### config.mk
export PLATFORM = sky130hd
export DESIGN_NAME = modular_exponentiation_flat
export DESIGN_NICKNAME = d
export VERILOG_FILES = /design/src/rtl/core/mexp_pkg.sv /design/src/rtl/core/mexp_stream_if.sv /design/src/rtl/core/mexp_mulmod.sv /design/src/rtl/core/mexp_seq.sv /design/src/rtl/core/modular_exponentiation.sv /design/src/flat_wrapper.sv
export SDC_FILE = /design/constraint.sdc
export NUM_CORES = 1
export LEC_CHECK = 0
export BUFFER_PORTS_ARGS = -buffer_cell sky130_fd_sc_hd__buf_2
export CAP_MARGIN = 10
export CORE_MARGIN = 1
export CORE_UTILIZATION = 50
export DETAILED_ROUTE_END_ITERATION = 12
export GPL_ROUTABILITY_DRIVEN = 0
export HOLD_SLACK_MARGIN = 0.15
export PLACE_DENSITY_LB_ADDON = 0.25
export REMOVE_ABC_BUFFERS = 1
export SLEW_MARGIN = 20
export SYNTH_ARGS = -nofsm -noshare
export SYNTH_HDL_FRONTEND = slang
export SYNTH_SLANG_ARGS = --single-unit
### constraint.sdc
create_clock -name clk_i -period 12.35 [get_ports clk_i]
set_input_delay 2.47 -clock clk_i [delete_from_list [all_inputs] [get_ports clk_i]]
set_output_delay 2.47 -clock clk_i [all_outputs]
set_load 0.1 [all_outputs]
### src/rtl/core/mexp_pkg.sv
// package for the modular exponentiation block: widths, microcode types and program rom
// no dependencies; used by every other file of the block
`default_nettype none

package mexp_pkg;

  localparam int unsigned DataW = 63;
  localparam int unsigned OpW   = 63;
  localparam int unsigned CntW  = $clog2(OpW + 1);
  localparam int unsigned PcW   = 4;

  // operation codes of the input beat
  localparam logic OpPower   = 1'b0;
  localparam logic OpInverse = 1'b1;

  typedef logic [DataW-1:0] data_t;
  typedef logic [OpW-1:0]   opnd_t;
  typedef logic [CntW-1:0]  cnt_t;
  typedef logic [PcW-1:0]   pc_t;

  typedef enum logic [2:0] {
    CondNone,
    CondAlways,
    CondNoInput,
    CondModZero,
    CondExpZero,
    CondExpEven,
    CondMulBusy,
    CondOutFull
  } cond_e;

  typedef enum logic [1:0] {
    SelReduce,
    SelRb,
    SelBb
  } msel_e;

  typedef enum logic [1:0] {
    DstNone,
    DstB,
    DstR
  } dest_e;

  typedef struct packed {
    cond_e cond;
    pc_t   target;
    logic  in_ready;
    logic  mul_start;
    msel_e mul_sel;
    dest_e dest;
    logic  exp_shift;
    logic  emit;
  } uword_t;

  typedef struct packed {
    logic in_valid;
    logic mod_zero;
    logic exp_zero;
    logic exp_odd;
    logic mul_busy;
    logic out_full;
  } status_t;

  typedef struct packed {
    logic  in_ready;
    logic  load;
    logic  mul_start;
    msel_e mul_sel;
    logic  wr_b;
    logic  wr_r;
    logic  exp_shift;
    logic  emit;
  } ctrl_t;

  // program addresses
  localparam pc_t PcIdle      = pc_t'(0);
  localparam pc_t PcChkMod    = pc_t'(1);
  localparam pc_t PcRedStart  = pc_t'(2);
  localparam pc_t PcRedWait   = pc_t'(3);
  localparam pc_t PcLoopTop   = pc_t'(4);
  localparam pc_t PcChkBit    = pc_t'(5);
  localparam pc_t PcMulStart  = pc_t'(6);
  localparam pc_t PcMulWait   = pc_t'(7);
  localparam pc_t PcSqrStart  = pc_t'(8);
  localparam pc_t PcSqrWait   = pc_t'(9);
  localparam pc_t PcShift     = pc_t'(10);
  localparam pc_t PcEmit      = pc_t'(11);
  localparam pc_t PcRestart   = pc_t'(12);

  function automatic uword_t uw(cond_e cond, pc_t target, logic in_ready, logic mul_start,
                                msel_e mul_sel, dest_e dest, logic exp_shift, logic emit);
    uword_t w;
    w.cond      = cond;
    w.target    = target;
    w.in_ready  = in_ready;
    w.mul_start = mul_start;
    w.mul_sel   = mul_sel;
    w.dest      = dest;
    w.exp_shift = exp_shift;
    w.emit      = emit;
    return w;
  endfunction

  function automatic uword_t ucode(pc_t pc);
    uword_t w;
    unique case (pc)
      PcIdle:     w = uw(CondNoInput, PcIdle,    1'b1, 1'b0, SelReduce, DstNone, 1'b0, 1'b0);
      PcChkMod:   w = uw(CondModZero, PcEmit,    1'b0, 1'b0, SelReduce, DstNone, 1'b0, 1'b0);
      PcRedStart: w = uw(CondNone,    PcIdle,    1'b0, 1'b1, SelReduce, DstNone, 1'b0, 1'b0);
      PcRedWait:  w = uw(CondMulBusy, PcRedWait, 1'b0, 1'b0, SelReduce, DstB,    1'b0, 1'b0);
      PcLoopTop:  w = uw(CondExpZero, PcEmit,    1'b0, 1'b0, SelReduce, DstNone, 1'b0, 1'b0);
      PcChkBit:   w = uw(CondExpEven, PcSqrStart, 1'b0, 1'b0, SelReduce, DstNone, 1'b0, 1'b0);
      PcMulStart: w = uw(CondNone,    PcIdle,    1'b0, 1'b1, SelRb,     DstNone, 1'b0, 1'b0);
      PcMulWait:  w = uw(CondMulBusy, PcMulWait, 1'b0, 1'b0, SelRb,     DstR,    1'b0, 1'b0);
      PcSqrStart: w = uw(CondNone,    PcIdle,    1'b0, 1'b1, SelBb,     DstNone, 1'b0, 1'b0);
      PcSqrWait:  w = uw(CondMulBusy, PcSqrWait, 1'b0, 1'b0, SelBb,     DstB,    1'b0, 1'b0);
      PcShift:    w = uw(CondAlways,  PcLoopTop, 1'b0, 1'b0, SelReduce, DstNone, 1'b1, 1'b0);
      PcEmit:     w = uw(CondOutFull, PcEmit,    1'b0, 1'b0, SelReduce, DstNone, 1'b0, 1'b1);
      PcRestart:  w = uw(CondAlways,  PcIdle,    1'b0, 1'b0, SelReduce, DstNone, 1'b0, 1'b0);
      default:    w = uw(CondAlways,  PcIdle,    1'b0, 1'b0, SelReduce, DstNone, 1'b0, 1'b0);
    endcase
    return w;
  endfunction

endpackage

`default_nettype wire

### src/rtl/core/mexp_stream_if.sv
// valid/ready channel interfaces for the operand beat and the result beat
// depends on mexp_pkg for the payload types
`default_nettype none

interface mexp_in_if;
  logic              valid;
  logic              ready;
  logic              operation;
  mexp_pkg::data_t   base;
  mexp_pkg::data_t   exponent;
  mexp_pkg::data_t   modulus;

  modport source (output valid, output operation, output base, output exponent,
                  output modulus, input ready);
  modport sink   (input valid, input operation, input base, input exponent,
                  input modulus, output ready);
endinterface

interface mexp_out_if;
  logic              valid;
  logic              ready;
  mexp_pkg::data_t   result;
  logic              error;

  modport source (output valid, output result, output error, input ready);
  modport sink   (input valid, input result, input error, output ready);
endinterface

`default_nettype wire

### src/rtl/core/mexp_mulmod.sv
// bit-serial shift-add-reduce modular multiplier, one multiplier bit per cycle, msb first
// depends on mexp_pkg
`default_nettype none

module mexp_mulmod (
  input  wire logic            clk_i,
  input  wire logic            rst_ni,
  input  wire logic            start_i,
  input  wire mexp_pkg::opnd_t a_i,
  input  wire mexp_pkg::opnd_t b_i,
  input  wire mexp_pkg::opnd_t m_i,
  output logic                 busy_o,
  output mexp_pkg::opnd_t      prod_o
);

  mexp_pkg::cnt_t  cnt_q, cnt_d;
  mexp_pkg::opnd_t acc_q, acc_d;
  mexp_pkg::opnd_t a_q, a_d;
  mexp_pkg::opnd_t mpl_q, mpl_d;

  logic [mexp_pkg::OpW:0] m_x;
  logic [mexp_pkg::OpW:0] dbl;
  logic [mexp_pkg::OpW:0] dbl_red;
  logic [mexp_pkg::OpW:0] sum;
  logic [mexp_pkg::OpW:0] sum_red;

  assign busy_o = (cnt_q != '0);
  assign prod_o = acc_q;

  always_comb begin
    m_x     = {1'b0, m_i};
    dbl     = {acc_q, 1'b0};
    dbl_red = (dbl >= m_x) ? (dbl - m_x) : dbl;
    sum     = {1'b0, dbl_red[mexp_pkg::OpW-1:0]} + {1'b0, a_q};
    sum_red = (sum >= m_x) ? (sum - m_x) : sum;

    cnt_d = cnt_q;
    acc_d = acc_q;
    a_d   = a_q;
    mpl_d = mpl_q;
    if (start_i) begin
      cnt_d = mexp_pkg::cnt_t'(mexp_pkg::OpW);
      acc_d = '0;
      a_d   = a_i;
      mpl_d = b_i;
    end else if (busy_o) begin
      cnt_d = cnt_q - mexp_pkg::cnt_t'(1);
      acc_d = mpl_q[mexp_pkg::OpW-1] ? sum_red[mexp_pkg::OpW-1:0]
                                     : dbl_red[mexp_pkg::OpW-1:0];
      mpl_d = {mpl_q[mexp_pkg::OpW-2:0], 1'b0};
    end
  end

  always_ff @(posedge clk_i or negedge rst_ni) begin
    if (!rst_ni) begin
      cnt_q <= '0;
    end else begin
      cnt_q <= cnt_d;
    end
  end

  always_ff @(posedge clk_i) begin
    acc_q <= acc_d;
    a_q   <= a_d;
    mpl_q <= mpl_d;
  end

  a_acc_below_mod : assert property (@(posedge clk_i) disable iff (!rst_ni)
    busy_o |-> (acc_q < m_i))
    else $error("accumulator not reduced");

  a_start_idle : assert property (@(posedge clk_i) disable iff (!rst_ni)
    start_i |-> !busy_o)
    else $error("multiply started while busy");

  a_busy_span : assert property (@(posedge clk_i) disable iff (!rst_ni)
    start_i |=> busy_o)
    else $error("multiplier did not go busy");

endmodule

`default_nettype wire

### src/rtl/core/mexp_seq.sv
// microcode sequencer: step counter, program rom lookup and conditional jumps
// depends on mexp_pkg for the rom and the control and status structs
`default_nettype none

module mexp_seq (
  input  wire logic              clk_i,
  input  wire logic              rst_ni,
  input  wire mexp_pkg::status_t stat_i,
  output mexp_pkg::ctrl_t        ctrl_o
);

  mexp_pkg::pc_t    pc_q, pc_d;
  mexp_pkg::uword_t w;
  logic             jump;

  always_comb begin
    w = mexp_pkg::ucode(pc_q);
    unique case (w.cond)
      mexp_pkg::CondNone:    jump = 1'b0;
      mexp_pkg::CondAlways:  jump = 1'b1;
      mexp_pkg::CondNoInput: jump = !stat_i.in_valid;
      mexp_pkg::CondModZero: jump = stat_i.mod_zero;
      mexp_pkg::CondExpZero: jump = stat_i.exp_zero;
      mexp_pkg::CondExpEven: jump = !stat_i.exp_odd;
      mexp_pkg::CondMulBusy: jump = stat_i.mul_busy;
      mexp_pkg::CondOutFull: jump = stat_i.out_full;
    endcase

    pc_d = jump ? w.target : pc_q + mexp_pkg::pc_t'(1);

    ctrl_o.in_ready  = w.in_ready;
    ctrl_o.load      = w.in_ready & stat_i.in_valid;
    ctrl_o.mul_start = w.mul_start;
    ctrl_o.mul_sel   = w.mul_sel;
    ctrl_o.wr_b      = (w.dest == mexp_pkg::DstB) & !jump;
    ctrl_o.wr_r      = (w.dest == mexp_pkg::DstR) & !jump;
    ctrl_o.exp_shift = w.exp_shift;
    ctrl_o.emit      = w.emit & !jump;
  end

  always_ff @(posedge clk_i or negedge rst_ni) begin
    if (!rst_ni) begin
      pc_q <= mexp_pkg::PcIdle;
    end else begin
      pc_q <= pc_d;
    end
  end

endmodule

`default_nettype wire

### src/rtl/core/modular_exponentiation.sv
// modular exponentiation, right-to-left square and multiply; one beat in, one beat out
// operands are W = 63 bits wide; the exponent is scanned from bit 0 up to its highest set bit;
// a zero modulus skips the loop and emits an error beat with a zero result
// one item at a time; the next beat is taken in PcIdle, entered from PcRestart after the emit
// asynchronous active-low reset returns the sequencer to idle and empties the output register
// depends on mexp_pkg, mexp_stream_if, mexp_mulmod and mexp_seq
`default_nettype none

module modular_exponentiation (
  input  wire logic  clk_i,
  input  wire logic  rst_ni,
  mexp_in_if.sink    in_i,
  mexp_out_if.source out_o
);

  mexp_pkg::status_t stat;
  mexp_pkg::ctrl_t   ctrl;

  mexp_pkg::opnd_t b_q, b_d;
  mexp_pkg::opnd_t e_q, e_d;
  mexp_pkg::opnd_t r_q, r_d;
  mexp_pkg::opnd_t m_q, m_d;
  logic            err_q, err_d;

  mexp_pkg::opnd_t in_b;
  mexp_pkg::opnd_t in_e;
  mexp_pkg::opnd_t in_m;
  mexp_pkg::opnd_t inv_e;

  mexp_pkg::opnd_t mul_a;
  logic            mul_busy;
  mexp_pkg::opnd_t mul_prod;

  logic            out_valid_q, out_valid_d;
  mexp_pkg::data_t out_result_q, out_result_d;
  logic            out_error_q, out_error_d;

  assign in_b  = in_i.base[mexp_pkg::OpW-1:0];
  assign in_e  = in_i.exponent[mexp_pkg::OpW-1:0];
  assign in_m  = in_i.modulus[mexp_pkg::OpW-1:0];
  assign inv_e = (in_m >= mexp_pkg::opnd_t'(2)) ? (in_m - mexp_pkg::opnd_t'(2)) : '0;

  mexp_seq u_seq (
    .clk_i  (clk_i),
    .rst_ni (rst_ni),
    .stat_i (stat),
    .ctrl_o (ctrl)
  );

  always_comb begin
    unique case (ctrl.mul_sel)
      mexp_pkg::SelReduce: mul_a = mexp_pkg::opnd_t'(1);
      mexp_pkg::SelRb:     mul_a = r_q;
      mexp_pkg::SelBb:     mul_a = b_q;
      default:             mul_a = b_q;
    endcase
  end

  mexp_mulmod u_mulmod (
    .clk_i   (clk_i),
    .rst_ni  (rst_ni),
    .start_i (ctrl.mul_start),
    .a_i     (mul_a),
    .b_i     (b_q),
    .m_i     (m_q),
    .busy_o  (mul_busy),
    .prod_o  (mul_prod)
  );

  always_comb begin
    stat.in_valid = in_i.valid;
    stat.mod_zero = err_q;
    stat.exp_zero = (e_q == '0);
    stat.exp_odd  = e_q[0];
    stat.mul_busy = mul_busy;
    stat.out_full = out_valid_q & !out_o.ready;
  end

  always_comb begin
    b_d   = b_q;
    e_d   = e_q;
    r_d   = r_q;
    m_d   = m_q;
    err_d = err_q;
    if (ctrl.load) begin
      b_d   = in_b;
      e_d   = (in_i.operation == mexp_pkg::OpInverse) ? inv_e : in_e;
      r_d   = mexp_pkg::opnd_t'(1);
      m_d   = in_m;
      err_d = (in_m == '0);
    end else begin
      if (ctrl.wr_b) begin
        b_d = mul_prod;
      end
      if (ctrl.wr_r) begin
        r_d = mul_prod;
      end
      if (ctrl.exp_shift) begin
        e_d = e_q >> 1;
      end
    end
  end

  always_comb begin
    out_valid_d  = ctrl.emit | (out_valid_q & !out_o.ready);
    out_result_d = out_result_q;
    out_error_d  = out_error_q;
    if (ctrl.emit) begin
      out_result_d = err_q ? '0 : mexp_pkg::data_t'(r_q);
      out_error_d  = err_q;
    end
  end

  always_ff @(posedge clk_i or negedge rst_ni) begin
    if (!rst_ni) begin
      out_valid_q <= 1'b0;
    end else begin
      out_valid_q <= out_valid_d;
    end
  end

  always_ff @(posedge clk_i) begin
    b_q          <= b_d;
    e_q          <= e_d;
    r_q          <= r_d;
    m_q          <= m_d;
    err_q        <= err_d;
    out_result_q <= out_result_d;
    out_error_q  <= out_error_d;
  end

  assign in_i.ready   = ctrl.in_ready;
  assign out_o.valid  = out_valid_q;
  assign out_o.result = out_result_q;
  assign out_o.error  = out_error_q;

  a_emit_slot_free : assert property (@(posedge clk_i) disable iff (!rst_ni)
    ctrl.emit |-> !(out_valid_q && !out_o.ready))
    else $error("result overwritten in output register");

  a_error_zero : assert property (@(posedge clk_i) disable iff (!rst_ni)
    (out_valid_q && out_error_q) |-> (out_result_q == '0))
    else $error("error beat with nonzero result");

  a_idle_no_mul : assert property (@(posedge clk_i) disable iff (!rst_ni)
    ctrl.in_ready |-> !mul_busy)
    else $error("input taken while multiplier busy");

  a_emit_once : assert property (@(posedge clk_i) disable iff (!rst_ni)
    ctrl.emit |=> !ctrl.emit)
    else $error("result emitted twice");

endmodule

`default_nettype wire
### src/flat_wrapper.sv
// flat-port wrapper written by rule: the top's interface ports become plain ports
module modular_exponentiation_flat 
  (clk_i, rst_ni, in_i_valid, in_i_operation, in_i_base, in_i_exponent, in_i_modulus, in_i_ready, out_o_valid, out_o_result, out_o_error, out_o_ready);
  mexp_in_if in_i_i ();
  mexp_out_if out_o_i ();
  input  wire logic clk_i;
  input  wire logic rst_ni;
  input wire logic [$bits(in_i_i.valid)-1:0] in_i_valid;
  input wire logic [$bits(in_i_i.operation)-1:0] in_i_operation;
  input wire logic [$bits(in_i_i.base)-1:0] in_i_base;
  input wire logic [$bits(in_i_i.exponent)-1:0] in_i_exponent;
  input wire logic [$bits(in_i_i.modulus)-1:0] in_i_modulus;
  output wire logic [$bits(in_i_i.ready)-1:0] in_i_ready;
  output wire logic [$bits(out_o_i.valid)-1:0] out_o_valid;
  output wire logic [$bits(out_o_i.result)-1:0] out_o_result;
  output wire logic [$bits(out_o_i.error)-1:0] out_o_error;
  input wire logic [$bits(out_o_i.ready)-1:0] out_o_ready;
  assign in_i_i.valid = in_i_valid;
  assign in_i_i.operation = in_i_operation;
  assign in_i_i.base = in_i_base;
  assign in_i_i.exponent = in_i_exponent;
  assign in_i_i.modulus = in_i_modulus;
  assign in_i_ready = in_i_i.ready;
  assign out_o_valid = out_o_i.valid;
  assign out_o_result = out_o_i.result;
  assign out_o_error = out_o_i.error;
  assign out_o_i.ready = out_o_ready;
  modular_exponentiation u_core (.clk_i(clk_i), .rst_ni(rst_ni), .in_i(in_i_i), .out_o(out_o_i));
endmodule
==> flow_summary.json <==
{
  "status": "finished clean",
  "drt_iter0_drc": 3584,
  "drt-met1-wl_mm": 47.8,
  "drt-wirelength-per-cell_um": 22.1,
  "initial_utilization_pct": 50.6,
  "worstMarginPinSlew_ps": 1100,
  "min_path_cells": 2,
  "core_um2": 68700,
  "boundaryPins": 260,
  "cts.clk_slew.worst_paths_ps": 60,
  "synth_commonest_cells": "778 x nand2_1, 380 x edfxtp_1, 322 x a21oi_1",
  "min_period_over_period_pct": 85.7,
  "firstDrtPassIters": 6,
  "clk_latency_ps": 640,
  "fin_skew_ps": 35.2,
  "cts_tree": "yes",
  "slowest_stage": "o31ai_1",
  "reg2reg_from": "u_core.m_q[0]",
  "yosys_register_bits": 517,
  "dp_cells": 4926,
  "htree_levels": 2,
  "maxSlewHeadroom_pct": 26.9,
  "ys_warn_count": 0,
  "report.power.total_w": 0.00373,
  "finalHoldViolCount": 0,
  "crit_path_start_kind": "register",
  "yosysUniqueCellTypes": 104,
  "required_ps": 12870,
  "cts_resized": 0,
  "grt_use_total_pct": 30.8,
  "fin_cells": 5032,
  "rows": 96,
  "grt_max_degree": 104,
  "min-delay-start": "u_core.r_q[47]",
  "seq_area_frac_synth_pct": 40.8,
  "route.met3.wl_mm": 10.5,
  "power_density_nw_per_um2": 96.6,
  "min_to": "u_core.r_q[47]",
  "clock-root-buffer": "clkbuf_16",
  "dieArea_um2": 70600,
  "die_y_um": 266,
  "cpMostUsedCell": "o31ai_1",
  "netlist_area_um2": 34800,
  "grt_pass1_wl_mm": 170,
  "async_reset_ff_share_pct": 2.13,
  "synth_cells": 3920,
  "rsz0062_at_grt": "false",
  "synthTopCellsByArea": "edfxtp_1 33%, nand2_1 8.4%, dfxtp_1 7.2%",
  "r2r-end": "u_core.u_mulmod.prod_o[55]",
  "fin_crit_ps": 10590,
  "vias_per_cell": 6.18,
  "fmax_mhz": 94.5,
  "place_hpwl_mm": 80.2,
  "drc_errors": 0,
  "cp_max_fo": 46,
  "syn_to_final_growth_pct": 11.1,
  "r2r_slack_ps": 1760,
  "path_class": "register to register",
  "antenna_found_initial": 0,
  "path_buf_inv": 2,
  "numCtsBuffers": 56,
  "clk_path_buf_depth": 3,
  "routed_wl_mm": 111,
  "timing.setup.tns_ps": 0,
  "cp.depth": 33,
  "gr-total-overflow": 0,
  "syn-mean-instance-area_um2": 8.88,
  "n_antenna_cell": 0,
  "postCtsSetupBuffers": 0,
  "hold_buffers": 0,
  "synth_top_area_share_pct": 32.8,
  "routed-wl-met2_mm": 49.1,
  "setup.worst_path.end_class": "register",
  "yosys.area.top_type": "edfxtp_1",
  "grt_pass1_vias": 28800,
  "ir_drop_uv": 113,
  "fin_nets": 4447,
  "ant_nets": 0,
  "reg2reg_depth": 33,
  "setup.worst_path.start": "u_core.m_q[0]",
  "crit_family": "compound AO/OA/AOI/OAI gates",
  "utilization_pct": 56.2,
  "maxCapViolCount": 0,
  "synth-edff-count": 380,
  "num_vias": 31100,
  "numPortBuffers": 259,
  "synth_most_common_cell": "nand2_1",
  "synthFlopType": "edfxtp_1",
  "min-delay-path-class": "register to register",
  "p_leak_nw": 15.8,
  "crit_arrival_ps": 11110,
  "top_layer": "met4",
  "setup_viol": 0,
  "slowest_delay_ps": 670,
  "die_x_um": 266,
  "drive_above_1_share_pct": 12.7,
  "slew_violations": 0,
  "clock_sinks": 517
}
==> worst min-delay path, stage by stage (launching register included) <==
cell     delay [ps]
dfxtp_1         320
nand2_1          60
a21oi_1          50
==> layer usage <==
metal  vias to the layer above  global-route usage [%]
met3                       229                    3.95
met1                     14800                    44.2
met2                      1639                    47.7
li1                      14500                       -
met5                         -                       0
met4                         0                    11.0
==> cell type report <==
type                       count  area, µm²
clock buffer                  79       1680
clock inverter                27        293
fill                        6313      30100
multi-input combinational   3047      19200
sequential                   517      14200
inverter                     143        549
tap                          931       1160
timing repair buffer         288       1530
==> flip-flops by register name, indices dropped and copies added (netlist names) <==
name                    cells
u_core.err_q                1
u_core.out_o.result        63
u_core.u_mulmod.mpl_q      63
u_core.u_seq.pc_q           4
u_core.u_mulmod.cnt_q       6
u_core.u_mulmod.a_q        63
u_core.u_mulmod.prod_o     63
u_core.m_q                 63
u_core.out_o.valid          1
u_core.b_q                 63
u_core.e_q                 63
u_core.out_o.error          1
u_core.r_q                 63
==> worst max path at each step <==
stage / end / slack (ps)
6_report: u_core.u_mulmod.prod_o[55] / 1760
5_1_grt: u_core.u_mulmod.prod_o[59] / 1200
3_5_place_dp: u_core.u_mulmod.prod_o[55] / 2110
4_1_cts: u_core.u_mulmod.prod_o[55] / 2040
2_1_floorplan: u_core.u_mulmod.prod_o[50] / 1030
3_3_place_gp: u_core.u_mulmod.prod_o[59] / 2320
==> stage by stage <==
step | hold WS (ps) | setup WS, ps | cell area, µm²
6_report | 472 | 1760 | 38600
5_1_grt | 496 | 1200 | 38600
4_1_cts | 472 | 2040 | 38600
3_5_place_dp | 463 | 2110 | 36700
3_3_place_gp | 459 | 2320 | 36700
2_1_floorplan | 445 | 1030 | 33900
==> logic make-up (layout without fill, tap and decap cells) <==
group,after synthesis,in the layout,share of synthesized area [%]
flip-flops,517,517,40.8
AND/OR/NAND/NOR,1489,1489,19.0
AO/OA/AOI/OAI,1083,1083,21.6
adder cells (fa/ha/maj),200,200,7.26
multiplexers,38,38,1.15
buffers and inverters,356,537,4.20
XOR/XNOR,237,237,5.97
==> cells in the final DEF, fill, tap and decap left out, types with 66 or more instances in the layout <==
master    instances
nand2_1         774
edfxtp_1        380
a21oi_1         322
nor2_1          302
buf_2           259
o21ai_0         200
ha_1            197
inv_1           139
xnor2_1         129
dfxtp_1         126
xor2_1          108
a21o_1           95
nor2b_1          83
nand4_1          70
a22o_1           66
==> power breakdown <==
part           internal [W]  switching (W)  leakage [nW]  total [W]
clock               0.00106       0.000748         0.973    0.00181
sequential          0.00184              0          4.68    0.00184
combinational     0.0000307      0.0000540          10.1  0.0000848
(Power assumes the default switching activity.)
